--- src/hdl/acc_cpu_pkg.sv ---
package acc_cpu_pkg;

    localparam int DATA_W         = 16;
    localparam int ADDR_W         = 12;
    localparam int WORD_COUNT_DEF = 256;
    localparam int DIV_STEPS      = 16;

    localparam logic [ADDR_W-1:0] PC_STEP = 12'h010;

    // request kinds
    localparam logic [1:0] REQ_WRITE = 2'd0;
    localparam logic [1:0] REQ_READ  = 2'd1;
    localparam logic [1:0] REQ_STEP  = 2'd2;
    localparam logic [1:0] REQ_RESET = 2'd3;

    // opcodes
    localparam logic [3:0] OP_JP  = 4'h0;
    localparam logic [3:0] OP_JZ  = 4'h1;
    localparam logic [3:0] OP_JN  = 4'h2;
    localparam logic [3:0] OP_LV  = 4'h3;
    localparam logic [3:0] OP_ADD = 4'h4;
    localparam logic [3:0] OP_SUB = 4'h5;
    localparam logic [3:0] OP_MUL = 4'h6;
    localparam logic [3:0] OP_DIV = 4'h7;
    localparam logic [3:0] OP_LD  = 4'h8;
    localparam logic [3:0] OP_MM  = 4'h9;
    localparam logic [3:0] OP_SC  = 4'hA;
    localparam logic [3:0] OP_RS  = 4'hB;
    localparam logic [3:0] OP_HM  = 4'hC;
    localparam logic [3:0] OP_GD  = 4'hD;
    localparam logic [3:0] OP_PD  = 4'hE;
    localparam logic [3:0] OP_OS  = 4'hF;

    typedef struct packed {
        logic busy;
        logic done;
    } div_status_t;

endpackage

--- src/hdl/acc_cpu_div.sv ---
// Signed-by-unsigned restoring divider, one quotient bit per cycle.
module acc_cpu_div
    import acc_cpu_pkg::*;
(
    input  logic                     aclk,
    input  logic                     aresetn,
    input  logic                     start,
    input  logic signed [DATA_W-1:0] dividend,
    input  logic        [DATA_W-1:0] divisor,
    output logic        [DATA_W-1:0] quotient,
    output div_status_t              status
);

    localparam int CNT_W = $clog2(DIV_STEPS);

    logic              busy_reg;
    logic              done_reg;
    logic [CNT_W-1:0]  cnt_reg;
    logic              neg_reg;
    logic [DATA_W-1:0] rem_reg;
    logic [DATA_W-1:0] quo_reg;
    logic [DATA_W-1:0] dvs_reg;

    logic [DATA_W:0]   shifted;
    logic [DATA_W:0]   trial;
    logic              fits;

    assign shifted = {rem_reg, quo_reg[DATA_W-1]};
    assign trial   = shifted - {1'b0, dvs_reg};
    assign fits    = shifted >= {1'b0, dvs_reg};

    always_ff @(posedge aclk) begin
        if (!aresetn) begin
            busy_reg <= 1'b0;
            done_reg <= 1'b0;
            cnt_reg  <= '0;
        end else begin
            done_reg <= 1'b0;
            if (start) begin
                busy_reg <= 1'b1;
                cnt_reg  <= '0;
            end else if (busy_reg) begin
                cnt_reg <= cnt_reg + 1'b1;
                if (cnt_reg == CNT_W'(DIV_STEPS - 1)) begin
                    busy_reg <= 1'b0;
                    done_reg <= 1'b1;
                end
            end
        end
    end

    // magnitude of -32768 is 0x8000, which still fits unsigned
    always_ff @(posedge aclk) begin
        if (start) begin
            neg_reg <= dividend[DATA_W-1];
            quo_reg <= dividend[DATA_W-1] ? DATA_W'(-dividend) : DATA_W'(dividend);
            rem_reg <= '0;
            dvs_reg <= divisor;
        end else if (busy_reg) begin
            rem_reg <= fits ? trial[DATA_W-1:0] : shifted[DATA_W-1:0];
            quo_reg <= {quo_reg[DATA_W-2:0], fits};
        end
    end

    assign quotient    = neg_reg ? (DATA_W'(0) - quo_reg) : quo_reg;
    assign status.busy = busy_reg;
    assign status.done = done_reg;

endmodule

--- config.mk ---
export PLATFORM = sky130hd
export DESIGN_NAME = acc_cpu_div
export DESIGN_NICKNAME = d
export VERILOG_FILES = /design/src/hdl/acc_cpu_pkg.sv /design/src/hdl/acc_cpu_div.sv
export SDC_FILE = /design/constraint.sdc
export NUM_CORES = 1
export LEC_CHECK = 0
export BUFFER_PORTS_ARGS = -buffer_cell sky130_fd_sc_hd__buf_2
export CORE_MARGIN = 2
export CORE_UTILIZATION = 30
export CTS_BUF_LIST = sky130_fd_sc_hd__clkbuf_16
export DETAILED_ROUTE_END_ITERATION = 6
export SETUP_SLACK_MARGIN = 0.15
export SYNTH_ARGS = -nofsm -noshare
export SYNTH_HDL_FRONTEND = slang
export SYNTH_SLANG_ARGS = --single-unit
--- constraint.sdc ---
create_clock -name aclk -period 7.45 [get_ports aclk]
set_clock_uncertainty 0.2 [all_clocks]
set_input_delay 0.745 -clock aclk [delete_from_list [all_inputs] [get_ports aclk]]
set_output_delay 0.745 -clock aclk [all_outputs]
set_load 0.005 [all_outputs]
==> impl_metrics.tcl, run 1 <==
set metrics [dict create \
    fin_ws_ns 4.27 \
    cts_buffers 5 \
    seqPwrFrac_pct 44.2 \
    synth.area.top_cells "edfxtp_1 27%, dfxtp_1 12%, ha_1 6.5%" \
    startpoint "dvs_reg[1]" \
    period_share_pct 42.6 \
    crit_family "compound AO/OA/AOI/OAI gates" \
    worst_ep_required_time_ns 7.47 \
    grt_use_total_pct 12.3 \
    dp_hpwl_microns 5790 \
    vias 2868 \
    peakVddDrop_mv 0.0850 \
    p_comb_share_pct 22.9 \
    fmax_mhz 315 \
    synth_area_leader_cell "edfxtp_1" \
    avgSynthCellArea_sq_um 9.55 \
    drt_wl_total_microns 7660 \
    critPathMaxStageDelay_ns 0.91 \
    grt.busiest_layer "met2" \
    max-clock-path-buffers 2 \
    place_congestion 0.849 \
    ys_types 62 \
    viasPerCell 5.02 \
    use_met1_pct 16.5 \
    p_int_uw 597 \
    cp-end-kind "register" \
    insertion_delay_ns 0.30 \
    sw_frac_of_total_pct 28.7 \
    synth.top_cell.area_share_pct 27.3 \
    drc 0 \
    drv_cap 0 \
    ant_nets 0 \
    root_buffer "clkbuf_16" \
    drt-pass1-iter-count 4 \
    fp.dieH_microns 114 \
    fin_area_sq_mm 0.00417 \
    rr_startpoint "dvs_reg[1]" \
    post_cts_buffers 0 \
    crit_buf_inv 1 \
    synth-seq-area-share_pct 39.4 \
    start_util_pct 30.5 \
    grt_max_degree 64 \
    syn_inst 380 \
    place_inst 563 \
    area_growth_pct 14.8 \
    use_met3_pct 1.49 \
    critical-path-slowest-cell "o31ai_4" \
    stdcell_count 571 \
    grt_pass1_vias 2801 \
    synth-seq-cells 55 \
    maxSlewViolCount 0 \
    rsz0062_at_grt "no" \
    rows 40 \
    grt.overflow.total 0 \
    finalSetupViolCount 0 \
    status "finished, final reports clean" \
    post_cts_resized 0 \
    hold_class "reg2reg" \
    clockPowerShare_pct 32.9 \
    cp.arrival_ns 3.19 \
    design.die.area_sq_mm 0.0130 \
    final_layout_size_suffix_gt1_share_pct 18.2 \
    fin_tns_setup_ns 0 \
    num_io_pins 53 \
    antenna_found_initial 0 \
    final-hold-violation-count 0 \
    fin_crit_ns 3.18 \
    cts_num_sinks 55 \
    slew_headroom_pct 27.4 \
    p_leak_uw 0.00169 \
    cts_tree "built" \
    n_antenna_cell 0 \
    core-area_sq_mm 0.0119 \
    drtIter0Drc 157 \
    path_cells "inv_1 -> ha_1 -> nor2b_1 -> o21bai_4 -> a21oi_4 -> nor2_2 -> o31ai_4 -> mux2_2 -> a211oi_1" \
    syn_nets 435 \
    worstMarginPinSlew_ns 1.09 \
    wl_per_cell_microns 13.4 \
    power.density_mw_per_mm2 201 \
    cp_max_fo 19 \
    syn_area_sq_mm 0.00363 \
    die_w_microns 114 \
    async_flop_share_pct 0 \
    synth_ff_type "edfxtp_1" \
    gr-usage-met2_pct 20.4 \
    worstHoldStart "cnt_reg[3]" \
    grt_pass1_wl_microns 12900 \
    dp_slack_ns 4.25 \
    ctsHoldBuffers 0 \
    startpoint_type "register" \
    worstSetupPathType "reg2reg" \
    synth_edf_count 33 \
    fin_nets 478 \
    whs_ns 0.269 \
    numPortBuffers 52 \
    clk_pin_slew_ns 0.08 \
    p_switching_uw 240 \
    yosys_warnings 0 \
    htreeDepth 2 \
    placed_area_sq_mm 0.00399 \
]
==> per-layer routing <==
| metal | vias up | wire length (microns) |
|---|---|---|
| li1 | 1449 | - |
| met1 | 1348 | 3780 |
| met2 | 66 | 3500 |
| met3 | 5 | 302 |
| met4 | 0 | 79 |
| met5 | - | 0 |
==> power groups by stage <==
| stage | sequential, uW | combinational [uW] | clock (uW) |
|---|---|---|---|
| 6_report | 370 | 192 | 276 |
| 4_1_cts | 370 | 193 | 285 |
| 3_5_place_dp | 377 | 192 | 0 |
| 5_1_grt | 374 | 215 | 297 |
| 3_3_place_gp | 376 | 188 | 0 |
| 2_1_floorplan | 370 | 139 | 0 |
==> final timing paths <==
check                             endpoint  cells after the start  slack [ns]
worst max-delay path            rem_reg[0]                      9        4.27
worst min-delay path              done_reg                      2        0.27
worst min register to register    done_reg                      2        0.27
worst max register to register  rem_reg[0]                      9        4.27
==> final cells by class <==
cell class              count  area, sq um
fillers                  1219         7740
multi-input cells         283         2010
flip-flops and latches     55         1430
repair buffers             54          275
well taps                 147          184
clock buffers               5          125
inverters                  24         90.1
clock inverters             3         47.5
==> synth_stat cells, types with 11 or more instances <==
library cell  count
a21oi_1          28
clkbuf_1         11
dfxtp_1          22
edfxtp_1         33
ha_1             19
inv_1            24
mux2i_1          15
nand2_1          28
nor2_1           37
o21ai_0          14
xnor2_1          24
xor2_1           18
==> worst register-to-register path: stages, from the launching register on <==
cell	delay [ns]
edfxtp_1	0.37
inv_1	0.06
ha_1	0.29
nor2b_1	0.25
o21bai_4	0.10
a21oi_4	0.20
nor2_2	0.08
o31ai_4	0.91
mux2_2	0.43
a211oi_1	0.21
==> cells in the final DEF, fill, tap and decap left out, drive strengths merged, types with 11 or more instances in the layout <==
master	n
a21oi	29
buf	54
dfxtp	22
edfxtp	33
ha	19
inv	25
mux2i	15
nand2	28
nand3	11
nor2	38
o21ai	17
xnor2	24
xor2	18
==> kinds of logic (layout without fill, tap and decap cells) <==
group | Yosys count | after routing | synth area share, %
flops | 55 | 55 | 39.4
xor+xnor | 42 | 42 | 10.1
fa+ha+maj | 20 | 20 | 7.10
compound gates | 94 | 94 | 18.6
buf+inv | 42 | 86 | 5.34
simple gates | 111 | 111 | 15.0
mux | 16 | 16 | 4.45
==> stage by stage <==
step,power (uW),util (%)
after global placement,564,33.5
after global routing,886,35.0
final,837,35.0
after floorplan,510,-
after CTS,848,35.0
after detailed placement,569,33.5
(Power assumes the default switching activity.)
==> run 2: changes to the inputs <==
==> constraint.sdc (replaced) <==
create_clock -name aclk -period 2.9 [get_ports aclk]
set_clock_uncertainty 0.2 [all_clocks]
set_input_delay 0.29 -clock aclk [delete_from_list [all_inputs] [get_ports aclk]]
set_output_delay 0.29 -clock aclk [all_outputs]
set_load 0.005 [all_outputs]
==> run 2 against run 1 <==
Compared with the run above: register-to-register slack got worse by 4.0 ns; hold slack got worse by 0.18 ns; power increased to 2.5 times the previous value; wire length increased by 3.7%; via count increased by 0.80%; setup slack got worse by 4.0 ns; combinational power increased to 2.7 times the previous value; global-route usage increased by 0.53 points; critical path depth increased by 1; non-clock buffer count increased by 21; sequential share of layout area decreased by 1.5 points; highest routed layer unchanged.
==> impl_metrics.tcl, run 2 (synthesized netlist as in run 1, its figures left out) <==
set metrics [dict create \
    final-hold-violation-count 0 \
    hold_class "in2reg" \
    wl_per_cell_microns 13.4 \
    crit_family "simple AND/OR/NAND/NOR gates" \
    p_leak_uw 0.00179 \
    whs_ns 0.0873 \
    vias 2891 \
    place_congestion 0.868 \
    grt_use_total_pct 12.8 \
    design.die.area_sq_mm 0.0130 \
    post_cts_buffers 0 \
    drt-pass1-iter-count 4 \
    path_cells "inv_1 -> ha_1 -> fa_2 -> nor2b_2 -> o31a_1 -> o21ai_1 -> or4b_1 -> o2111ai_1 -> mux2i_1 -> a22o_1" \
    worstSetupPathType "reg2reg" \
    status "finished, final reports clean" \
    grt_pass1_wl_microns 13500 \
    fmax_mhz 378 \
    drt_wl_total_microns 7950 \
    grt_max_degree 63 \
    dp_hpwl_microns 6010 \
    cp.arrival_ns 2.63 \
    worstMarginPinSlew_ns 0.678 \
    finalSetupViolCount 0 \
    htreeDepth 2 \
    period_share_pct 91.3 \
    core-area_sq_mm 0.0119 \
    peakVddDrop_mv 0.223 \
    fin_nets 499 \
    power.density_mw_per_mm2 483 \
    die_w_microns 114 \
    drv_cap 0 \
    drtIter0Drc 152 \
    numPortBuffers 52 \
    crit_buf_inv 1 \
    cts_tree "built" \
    layout_commonest_cell "buf_2" \
    critPathMaxStageDelay_ns 0.48 \
    num_io_pins 53 \
    root_buffer "clkbuf_16" \
    n_antenna_cell 0 \
    cts_buffers 5 \
    fp.dieH_microns 114 \
    cp-end-kind "register" \
    startpoint_type "register" \
    rows 40 \
    cts_num_sinks 55 \
    worst_ep_required_time_ns 2.89 \
    grt.overflow.total 0 \
    ant_nets 0 \
    start_util_pct 30.5 \
    clk_pin_slew_ns 0.07 \
    maxSlewViolCount 0 \
    viasPerCell 4.88 \
    fin_tns_setup_ns 0 \
    slew_headroom_pct 54.8 \
    final_cell_mix "52 x buf_2, 37 x nor2_1, 33 x edfxtp_1" \
    max-clock-path-buffers 2 \
    cp_max_fo 3 \
    rsz0062_at_grt "yes" \
    grt_pass1_vias 2876 \
    insertion_delay_ns 0.29 \
    area_growth_pct 20.2 \
    antenna_found_initial 0 \
    critical-path-slowest-cell "or4b_1" \
    drc 0 \
    final_layout_size_suffix_gt1_share_pct 18.9 \
    power_uw 2110 \
    fin_crit_ns 2.65 \
]
[run 2: path summary, 6_finish.rpt]
kind            endpoint         from  slack, ns  depth (start not counted)
max          rem_reg[14]  quo_reg[15]       0.25                         10
min             busy_reg      aresetn       0.09                          2
max reg2reg  rem_reg[14]  quo_reg[15]       0.25                         10
min reg2reg     done_reg   cnt_reg[3]       0.27                          2
[run 2: cell type report]
class                   count  area (sq um)
clock buffers               6           150
clock inverters             2          10.0
fillers                  1233          7550
inverters                  24          90.1
multi-input cells         283          2020
flip-flops and latches     55          1430
well taps                 147           184
repair buffers             75           473
[run 2: per-layer routing]
layer | share of wire [%] | vias to the layer above | track usage (%)
li1 | - | 1483 | -
met1 | 49 | 1344 | 16.5
met2 | 45 | 54 | 21.9
met3 | 3.8 | 10 | 1.86
met4 | 1.8 | 0 | 4.72
met5 | 0 | - | 0
[run 2: where the power goes]
part | leakage, uW | internal (uW) | switching [uW]
sequential | 0.000504 | 899 | 53.5
clock | 0.0000837 | 370 | 267
combinational | 0.00120 | 243 | 276
[run 2: timing repair]
| item | 4_1_cts | 5_1_grt |
|---|---|---|
| hold buffers | 16 | 0 |
| resized for setup | 0 | 3 |
| endpoints found under the setup margin | 0 | 3 |
| endpoints found under the hold margin | 16 | 0 |
[run 2: stage by stage]
stage	utilization [%]	setup WS (ns)	cell area [sq um]	cells
floorplan	-	0.333	3630	380
global placement	33.8	0.264	4030	568
detailed placement	33.8	0.195	4030	568
CTS	36.5	0.168	4350	592
global route	36.6	0.109	4360	592
finish	36.6	0.253	4360	592
